===== src/mqe_pkg.sv =====
// Package: shared types, constants and the Gray phase table for the quadrature emulator.
`timescale 1ns / 1ps

package mqe_pkg;

    localparam int DELTA_W   = 8;
    localparam int BUTTONS_W = 8;
    localparam int PENDING_W = 16;
    localparam int PHASE_W   = 2;
    localparam int CFG_IDX_W = 1;
    localparam int CFG_DATA_W = 1;

    // Item kinds
    localparam logic OP_REPORT = 1'b0;
    localparam logic OP_TICK   = 1'b1;

    // Configuration register indexes
    localparam logic [CFG_IDX_W-1:0] CFG_ALT_PINOUT   = 1'b0;
    localparam logic [CFG_IDX_W-1:0] CFG_SWAP_BUTTONS = 1'b1;

    // Phase step increments (mod 4)
    localparam logic [PHASE_W-1:0] PHASE_FWD  = 2'b01;
    localparam logic [PHASE_W-1:0] PHASE_BACK = 2'b11;

    // Both buttons released (active low levels)
    localparam logic [1:0] BUTTONS_RELEASED = 2'b11;

    typedef struct packed {
        logic                        opcode;
        logic signed [DELTA_W-1:0]   delta_x;
        logic signed [DELTA_W-1:0]   delta_y;
        logic [BUTTONS_W-1:0]        button_bits;
    } t_in_req;

    typedef struct packed {
        logic pin_x1;
        logic pin_x2;
        logic pin_y1;
        logic pin_y2;
        logic left_button_n;
        logic right_button_n;
    } t_out_req;

    // Phase index to pin pattern, sequence 00, 01, 11, 10 (bit 0 phase A, bit 1 phase B)
    function automatic logic [PHASE_W-1:0] gray_of(input logic [PHASE_W-1:0] idx);
        logic [PHASE_W-1:0] g;
        case (idx)
            2'd0:    g = 2'b00;
            2'd1:    g = 2'b01;
            2'd2:    g = 2'b11;
            2'd3:    g = 2'b10;
            default: g = 2'b00;
        endcase
        return g;
    endfunction

endpackage


===== src/mqe_in_if.sv =====
// Interface: input request channel (movement reports and ticks).
`timescale 1ns / 1ps

interface mqe_in_if;
    logic             valid;
    logic             ready;
    mqe_pkg::t_in_req data;

    modport source (output valid, output data, input ready);
    modport sink   (input valid, input data, output ready);
endinterface


===== src/mqe_out_if.sv =====
// Interface: result request channel (phase pins and button pins).
`timescale 1ns / 1ps

interface mqe_out_if;
    logic              valid;
    logic              ready;
    mqe_pkg::t_out_req data;

    modport source (output valid, output data, input ready);
    modport sink   (input valid, input data, output ready);
endinterface


===== src/mqe_axis.sv =====
// One axis: saturating pending-movement counter and 2-bit quadrature phase.
`timescale 1ns / 1ps

module mqe_axis (
    input  logic                                  i_clk,
    input  logic                                  i_rst_n,
    input  logic                                  i_en,
    input  logic                                  i_tick,
    input  logic                                  i_fwd_on_pos,
    input  logic signed [mqe_pkg::DELTA_W-1:0]    i_delta,
    output logic [mqe_pkg::PHASE_W-1:0]           o_phase_next
);

    logic signed [mqe_pkg::PENDING_W-1:0] r_pending;
    logic signed [mqe_pkg::PENDING_W-1:0] n_pending;
    logic [mqe_pkg::PHASE_W-1:0]          r_phase;
    logic [mqe_pkg::PHASE_W-1:0]          n_phase;
    logic signed [mqe_pkg::PENDING_W:0]   sum;
    logic                                 pos;
    logic                                 neg;
    logic                                 fwd;

    assign sum = {r_pending[mqe_pkg::PENDING_W-1], r_pending}
               + {{(mqe_pkg::PENDING_W+1-mqe_pkg::DELTA_W){i_delta[mqe_pkg::DELTA_W-1]}},
                  i_delta};

    assign neg = r_pending[mqe_pkg::PENDING_W-1];
    assign pos = !neg && (r_pending != '0);
    assign fwd = pos ? i_fwd_on_pos : !i_fwd_on_pos;

    always_comb begin
        n_pending = r_pending;
        n_phase   = r_phase;
        if (i_tick) begin
            if (pos || neg) begin
                n_phase   = r_phase + (fwd ? mqe_pkg::PHASE_FWD : mqe_pkg::PHASE_BACK);
                n_pending = pos ? r_pending - 16'sd1 : r_pending + 16'sd1;
            end
        end else begin
            // clamp at the 16-bit limits instead of wrapping
            if (sum[mqe_pkg::PENDING_W] != sum[mqe_pkg::PENDING_W-1]) begin
                n_pending = sum[mqe_pkg::PENDING_W] ? {1'b1, {(mqe_pkg::PENDING_W-1){1'b0}}}
                                                    : {1'b0, {(mqe_pkg::PENDING_W-1){1'b1}}};
            end else begin
                n_pending = sum[mqe_pkg::PENDING_W-1:0];
            end
        end
    end

    assign o_phase_next = i_en ? n_phase : r_phase;

    always_ff @(posedge i_clk) begin
        if (!i_rst_n) begin
            r_pending <= '0;
            r_phase   <= '0;
        end else if (i_en) begin
            r_pending <= n_pending;
            r_phase   <= n_phase;
        end
    end

endmodule


===== src/mouse_quadrature_emulator.sv =====
// Top level: quadrature mouse emulator with request channels and configuration port.
//
//  channel | dir | payload                                         | handshake
//  i_req   | in  | opcode, delta_x, delta_y, button_bits           | valid/ready
//  o_rsp   | out | pin_x1, pin_x2, pin_y1, pin_y2, buttons (low)   | valid/ready
//  i_cfg_* | in  | register index, write data                       | write enable
//
// On each accepted request the axis counters, phases and button levels
// update at the accepting edge and the result lands in the output register
// at the same edge; one request is accepted per cycle while the output is not stalled.
// Reset is synchronous: counters and phases clear, buttons read released,
// both configuration bits clear, and the output register empties.
// A stalled result holds in the output register; a new request is still
// taken in the cycle the held result is taken.
`timescale 1ns / 1ps

module mouse_quadrature_emulator (
    input  logic                                 i_clk,
    input  logic                                 i_rst_n,
    mqe_in_if.sink                               i_req,
    mqe_out_if.source                            o_rsp,
    input  logic                                 i_cfg_we,
    input  logic [mqe_pkg::CFG_IDX_W-1:0]        i_cfg_idx,
    input  logic [mqe_pkg::CFG_DATA_W-1:0]       i_cfg_wdata
);

    logic                          r_alt_pinout;
    logic                          r_swap_buttons;
    logic [1:0]                    r_buttons;
    logic [1:0]                    n_buttons;
    logic                          r_out_valid;
    mqe_pkg::t_out_req             r_out;
    mqe_pkg::t_out_req             n_out;
    logic                          accept;
    logic                          is_tick;
    logic                          left_raw;
    logic                          right_raw;
    logic [mqe_pkg::PHASE_W-1:0]   phase_x_next;
    logic [mqe_pkg::PHASE_W-1:0]   phase_y_next;
    logic [mqe_pkg::PHASE_W-1:0]   gx;
    logic [mqe_pkg::PHASE_W-1:0]   gy;

    // Take a new request whenever the output register is empty or draining
    assign i_req.ready = !r_out_valid || o_rsp.ready;
    assign accept      = i_req.valid && i_req.ready;
    assign is_tick     = (i_req.data.opcode == mqe_pkg::OP_TICK);

    // Positive X steps the phase backward, positive Y steps it forward
    mqe_axis u_axis_x (
        .i_clk        (i_clk),
        .i_rst_n      (i_rst_n),
        .i_en         (accept),
        .i_tick       (is_tick),
        .i_fwd_on_pos (1'b0),
        .i_delta      (i_req.data.delta_x),
        .o_phase_next (phase_x_next)
    );

    mqe_axis u_axis_y (
        .i_clk        (i_clk),
        .i_rst_n      (i_rst_n),
        .i_en         (accept),
        .i_tick       (is_tick),
        .i_fwd_on_pos (1'b1),
        .i_delta      (i_req.data.delta_y),
        .o_phase_next (phase_y_next)
    );

    // Latch buttons on a report: swap if asked, store as active-low levels
    always_comb begin
        left_raw  = r_swap_buttons ? i_req.data.button_bits[1] : i_req.data.button_bits[0];
        right_raw = r_swap_buttons ? i_req.data.button_bits[0] : i_req.data.button_bits[1];
        n_buttons = r_buttons;
        if (!is_tick) begin
            n_buttons = {~right_raw, ~left_raw};
        end
    end

    // Map phases onto the pins for the current connector wiring
    always_comb begin
        gx = mqe_pkg::gray_of(phase_x_next);
        gy = mqe_pkg::gray_of(phase_y_next);
        n_out.pin_x1         = gx[0];
        n_out.pin_y1         = gy[0];
        n_out.pin_x2         = r_alt_pinout ? gy[1] : gx[1];
        n_out.pin_y2         = r_alt_pinout ? gx[1] : gy[1];
        n_out.left_button_n  = n_buttons[0];
        n_out.right_button_n = n_buttons[1];
    end

    always_ff @(posedge i_clk) begin
        if (!i_rst_n) begin
            r_alt_pinout   <= 1'b0;
            r_swap_buttons <= 1'b0;
            r_buttons      <= mqe_pkg::BUTTONS_RELEASED;
            r_out_valid    <= 1'b0;
        end else begin
            if (i_cfg_we) begin
                case (i_cfg_idx)
                    mqe_pkg::CFG_ALT_PINOUT:   r_alt_pinout   <= i_cfg_wdata[0];
                    mqe_pkg::CFG_SWAP_BUTTONS: r_swap_buttons <= i_cfg_wdata[0];
                    default: begin
                    end
                endcase
            end
            if (accept) begin
                r_buttons   <= n_buttons;
                r_out_valid <= 1'b1;
            end else if (o_rsp.ready) begin
                r_out_valid <= 1'b0;
            end
        end
    end

    // Result payload: hold while stalled, load on accept
    always_ff @(posedge i_clk) begin
        if (accept) begin
            r_out <= n_out;
        end
    end

    assign o_rsp.valid = r_out_valid;
    assign o_rsp.data  = r_out;

endmodule

===== src/flat_wrapper.sv =====
// flat-port wrapper written by rule: the top's interface ports become plain ports
module mouse_quadrature_emulator_flat 
  (i_clk, i_rst_n, i_cfg_we, i_cfg_idx, i_cfg_wdata, i_req_valid, i_req_data, i_req_ready, o_rsp_valid, o_rsp_data, o_rsp_ready);
  mqe_in_if i_req_i ();
  mqe_out_if o_rsp_i ();
  input  logic i_clk;
  input  logic i_rst_n;
  input  logic i_cfg_we;
  input  logic [mqe_pkg::CFG_IDX_W-1:0] i_cfg_idx;
  input  logic [mqe_pkg::CFG_DATA_W-1:0] i_cfg_wdata;
  input wire logic [$bits(i_req_i.valid)-1:0] i_req_valid;
  input wire logic [$bits(i_req_i.data)-1:0] i_req_data;
  output wire logic [$bits(i_req_i.ready)-1:0] i_req_ready;
  output wire logic [$bits(o_rsp_i.valid)-1:0] o_rsp_valid;
  output wire logic [$bits(o_rsp_i.data)-1:0] o_rsp_data;
  input wire logic [$bits(o_rsp_i.ready)-1:0] o_rsp_ready;
  assign i_req_i.valid = i_req_valid;
  assign i_req_i.data = i_req_data;
  assign i_req_ready = i_req_i.ready;
  assign o_rsp_valid = o_rsp_i.valid;
  assign o_rsp_data = o_rsp_i.data;
  assign o_rsp_i.ready = o_rsp_ready;
  mouse_quadrature_emulator u_core (.i_clk(i_clk), .i_rst_n(i_rst_n), .i_req(i_req_i), .o_rsp(o_rsp_i), .i_cfg_we(i_cfg_we), .i_cfg_idx(i_cfg_idx), .i_cfg_wdata(i_cfg_wdata));
endmodule

===== config.mk =====
export PLATFORM = sky130hd
export DESIGN_NAME = mouse_quadrature_emulator_flat
export DESIGN_NICKNAME = d
export VERILOG_FILES = /design/src/mqe_pkg.sv /design/src/mqe_in_if.sv /design/src/mqe_out_if.sv /design/src/mqe_axis.sv /design/src/mouse_quadrature_emulator.sv /design/src/flat_wrapper.sv
export SDC_FILE = /design/constraint.sdc
export NUM_CORES = 1
export LEC_CHECK = 0
export BUFFER_PORTS_ARGS = -buffer_cell sky130_fd_sc_hd__clkbuf_2
export CORE_MARGIN = 3
export CORE_UTILIZATION = 60
export CTS_CLUSTER_SIZE = 14
export DETAILED_ROUTE_END_ITERATION = 6
export GPL_ROUTABILITY_DRIVEN = 0
export PLACE_DENSITY = 0.79
export SYNTH_ARGS = -nofsm -noshare
export SYNTH_HDL_FRONTEND = slang
export SYNTH_SLANG_ARGS = --single-unit
export TNS_END_PERCENT = 5

===== constraint.sdc =====
create_clock -name i_clk -period 7.4 [get_ports i_clk]
set_clock_uncertainty 0.2 [all_clocks]
set_input_delay 1.48 -clock i_clk [delete_from_list [all_inputs] [get_ports i_clk]]
set_output_delay 1.48 -clock i_clk [all_outputs]
set_load 0.1 [all_outputs]

==> impl_summary.log <==
[metrics] initial core utilization: 0.628
[metrics] leading area contributor after synthesis: sky130_fd_sc_hd__ha_1
[metrics] total number of nets in the final design: 756
[metrics] Net Switching: about 1.2 mW
[metrics] Crit path max-delay family: compound AO/OA/AOI/OAI gates
[metrics] sequential-to-total area share from yosys stat: 0.202
[metrics] vias in the first global route: 4544
[metrics] Max Buffers Root-to-Sink: 2
[metrics] detailed-route wire length per cell: approximately 16 um
[metrics] Final HPWL DP: 9490 um
[metrics] part of the total power dissipated in the clock network: 0.083
[metrics] largest fanout on the critical path: 8
[metrics] overall die area: between 0.009 and 0.01 mm^2
[metrics] Total Neg Setup Slack: 0 ns
[metrics] setup repair after global routing missed its margin: false
[metrics] Detailed Routing Iterations Pass 1: 5
[metrics] Req. time, crit path: 7.43 ns
[metrics] final-report setup violation count: 0
[metrics] Post-DP Area: slightly above 0.005 mm^2
[metrics] ordered list of cells on the worst path: clkbuf_2 > ha_1 > inv_1 > fa_1 > nor2b_1 > o31ai_1 > a211oi_1 > o31a_1 > o22ai_2 > nor3_1 > a221oi_1 > o21ai_0
[metrics] peak ir drop on the vdd network: 384 uV
[metrics] Max H-tree Level: 2
[metrics] ANT nets after route: 0
[metrics] Int Pwr: 1.20 mW
[metrics] endpoints failing hold: 0
[metrics] startpoint-to-endpoint class of the critical path: in -> reg
[metrics] Sw Ratio: 0.497
[metrics] top cells by area, synth: sky130_fd_sc_hd__ha_1 17%, sky130_fd_sc_hd__dfxtp_1 17%, sky130_fd_sc_hd__xnor2_1 6.2%
[metrics] share of power burned in registers: 0.173
[metrics] fin crit period: 4.35 ns
[metrics] slowest CP cell: sky130_fd_sc_hd__nor3_1
[metrics] top cells by count, synth: 66 x sky130_fd_sc_hd__ha_1, 57 x sky130_fd_sc_hd__nand2_1, 54 x sky130_fd_sc_hd__a21oi_1
[metrics] synthesized instance count: approximately 630
[metrics] slowest stage delay, CP: 0.78 ns
[metrics] Yosys reg bits: 47
[metrics] Finished Cell Area: 0.00531 mm^2
[metrics] status: complete, no violations
[metrics] crit end category: register
[metrics] count of input and output buffers: 33
[metrics] largest net degree at the start of global routing: 46
[metrics] total congestion overflow: 0
[metrics] ys flop type: sky130_fd_sc_hd__dfxtp_1
[metrics] Die Span X: 96.9 um
[metrics] Logic pwr share: 0.743
[metrics] power density relative to cell area: 449 mW/mm^2
[metrics] io pins: 40
[metrics] Cell Area, Synth: 0.00495 mm^2
[metrics] Die H: 96.9 um
[metrics] number of synthesized flops with an enable pin: 6
[metrics] Clock Pin Slew Worst Setup and Hold Paths: 0.09 ns
[metrics] later-pin clock latency in the skew report: 0.32 ns
[metrics] net count after synthesis: 729
[metrics] number of buffers inserted by hold repair at cts: 0
[metrics] final wirelength: 12300 um
[metrics] Max Clk Rate: 0.230 GHz
[metrics] area added between synthesis and finish: 7.20%
[metrics] fraction of the cycle the final worst path needs: 0.587
[metrics] Bufs and invs on worst path: 2
[metrics] element type at the critical path start: input port
[metrics] total leakage power: roughly 2.3 nW
[metrics] area used by multi-input combinational logic: 0.00378 mm^2
[metrics] root buffer cell: sky130_fd_sc_hd__clkbuf_8
[metrics] Initial DRC Count: 289
[metrics] first-pass GRT wire length: 20600 um
[metrics] number of vias in the routed layout: 4851
[metrics] relative slew slack: 0.350
[metrics] length in cells of the worst reg-to-reg path: 12
[metrics] type of the worst min-delay path: reg -> reg
[metrics] number of warnings printed during yosys synthesis: 0
[metrics] CTS-repair resized insts: 0
[metrics] measured slew at the worst slew-check pin: 0.968 ns
[metrics] sink count of the clock tree: 47
[metrics] # Max-Cap Violations: 0
[metrics] fraction of final layout cells sized beyond drive strength 1: 0.0840
[metrics] overall routing resource usage: 0.256
[metrics] worst hold path depth: 2
[metrics] total area of sequential cells: 0.00100 mm^2
[metrics] top cell type's share of synthesized area: 0.167
[metrics] Post-Synthesis Mean Instance Area: 7.90 um^2
[metrics] via-per-instance ratio: 6.41
[metrics] critical path arrival: ~4.4 ns
[metrics] Netlist cell types: between 50 and 60
[metrics] total CTS buffers: 5
[metrics] FILL cells: 696
[metrics] placeable core area: 0.00789 mm^2
[metrics] cell depth of the worst setup path: 12
[metrics] Cell Rows: 32
[metrics] most frequent cell after synthesis: sky130_fd_sc_hd__ha_1
[metrics] postcts setup bufs: 0
[metrics] Diodes inserted: 0
[metrics] number of antenna violations at the first check in global routing: 0
[metrics] TritonCTS clock tree: done
[metrics] proportion of synthesized flip-flops having asynchronous set or reset: 0
[metrics] number of DRC violations after detailed routing: 0
[metrics] number of max-slew violations in the final report: 0
-- power by group through the flow --
stage	sequential [mW]	clock, mW	combinational, mW
after detailed placement	0.416	0	1.73
final	0.413	0.199	1.77
after global routing	0.421	0.208	1.97
after CTS	0.410	0.198	1.75
after global placement	0.415	0	1.67
after floorplan	0.429	0	1.39
-- kinds of logic (layout without fill, tap and decap cells) --
logic type,count (synthesis),after routing,synth area share
DFF,47,47,0.202
buffers and inverters,43,71,0.0344
adders and majority gates,71,71,0.185
muxes,10,10,0.0215
AOI/OAI and AO/OA,211,211,0.281
xor gates and xnor gates,48,48,0.0849
and+or+nand+nor,197,197,0.192
-- worst register-to-register path: stages (launching register included) --
cell and delay [ns]:
sky130_fd_sc_hd__dfxtp_1 0.36, sky130_fd_sc_hd__nor4_1 0.42, sky130_fd_sc_hd__and4_1 0.36, sky130_fd_sc_hd__or2_2 0.18, sky130_fd_sc_hd__inv_1 0.24, sky130_fd_sc_hd__ha_1 0.43
sky130_fd_sc_hd__and3_1 0.21, sky130_fd_sc_hd__a211oi_1 0.50, sky130_fd_sc_hd__o211ai_1 0.22, sky130_fd_sc_hd__a31oi_1 0.32, sky130_fd_sc_hd__o21ai_0 0.17, sky130_fd_sc_hd__mux2i_1 0.14
sky130_fd_sc_hd__a211oi_1 0.17
-- per-stage QoR --
stage | worst slack (ns) | total power [mW] | instances | utilization | hold slack, ns
detailed placement | 2.83 | 2.15 | 749 | 0.659 | 0.264
CTS | 3.14 | 2.35 | 757 | 0.673 | 0.290
floorplan | 3.06 | 1.82 | 627 | - | 0.240
global route | 2.84 | 2.60 | 757 | 0.673 | 0.323
global placement | 2.92 | 2.09 | 749 | 0.659 | 0.249
finish | 3.05 | 2.38 | 757 | 0.673 | 0.283
-- layout make-up --
type	instances	area share
Sequential cell	47	0.189
Clock inverter	2	0.00707
Clock buffer	6	0.0137
Tap cell	102	0.0240
Timing Repair Buffer	36	0.0354
Inverter	27	0.0191
Multi-Input combinational cell	537	0.712
-- metal layers --
metal,up-vias,GRT usage,wire length (um)
li1,2392,-,-
met1,2290,0.358,5700
met2,151,0.423,5770
met3,18,0.0310,694
met4,0,0.0572,136
met5,-,0,0
-- sequential cells by signal, indices dropped and copies added (netlist names) --
| signal | flops |
|---|---|
| u_core.r_alt_pinout | 1 |
| u_core.u_axis_y.r_phase | 2 |
| u_core.r_swap_buttons | 1 |
| u_core.u_axis_y.r_pending | 16 |
| u_core.o_rsp.data | 6 |
| u_core.u_axis_x.r_pending | 16 |
| u_core.o_rsp.valid | 1 |
| u_core.u_axis_x.r_phase | 2 |
| u_core.r_buttons | 2 |
-- placed cells by master (no fill, tap or decap), types with 12 or more instances in the layout --
master / instances
sky130_fd_sc_hd__o211ai_1: 15
sky130_fd_sc_hd__a211oi_1: 13
sky130_fd_sc_hd__nand3_1: 21
sky130_fd_sc_hd__nand2_1: 57
sky130_fd_sc_hd__nor2_1: 46
sky130_fd_sc_hd__xnor2_1: 35
sky130_fd_sc_hd__ha_1: 66
sky130_fd_sc_hd__xor2_1: 13
sky130_fd_sc_hd__nor3_1: 12
sky130_fd_sc_hd__o21ai_0: 48
sky130_fd_sc_hd__dfxtp_1: 41
sky130_fd_sc_hd__inv_1: 27
sky130_fd_sc_hd__a21oi_1: 54
sky130_fd_sc_hd__nor2b_1: 12
sky130_fd_sc_hd__a21o_1: 16
sky130_fd_sc_hd__clkbuf_2: 33
-- worst paths after layout --
kind | slack [ns] | start | endpoint
worst max-delay path | 3.05 | i_req_data[16] | u_core.u_axis_x.r_pending[5]$_SDFFE_PN0P_
worst max register to register | 3.40 | u_core.u_axis_x.r_pending[1]$_SDFFE_PN0P_ | u_core.u_axis_x.r_pending[14]$_SDFFE_PN0P_
worst min register to register | 0.28 | u_core.r_buttons[1]$_SDFFE_PN1P_ | u_core.r_buttons[1]$_SDFFE_PN1P_
worst min-delay path | 0.28 | u_core.r_buttons[1]$_SDFFE_PN1P_ | u_core.r_buttons[1]$_SDFFE_PN1P_
(Power assumes the default switching activity.)
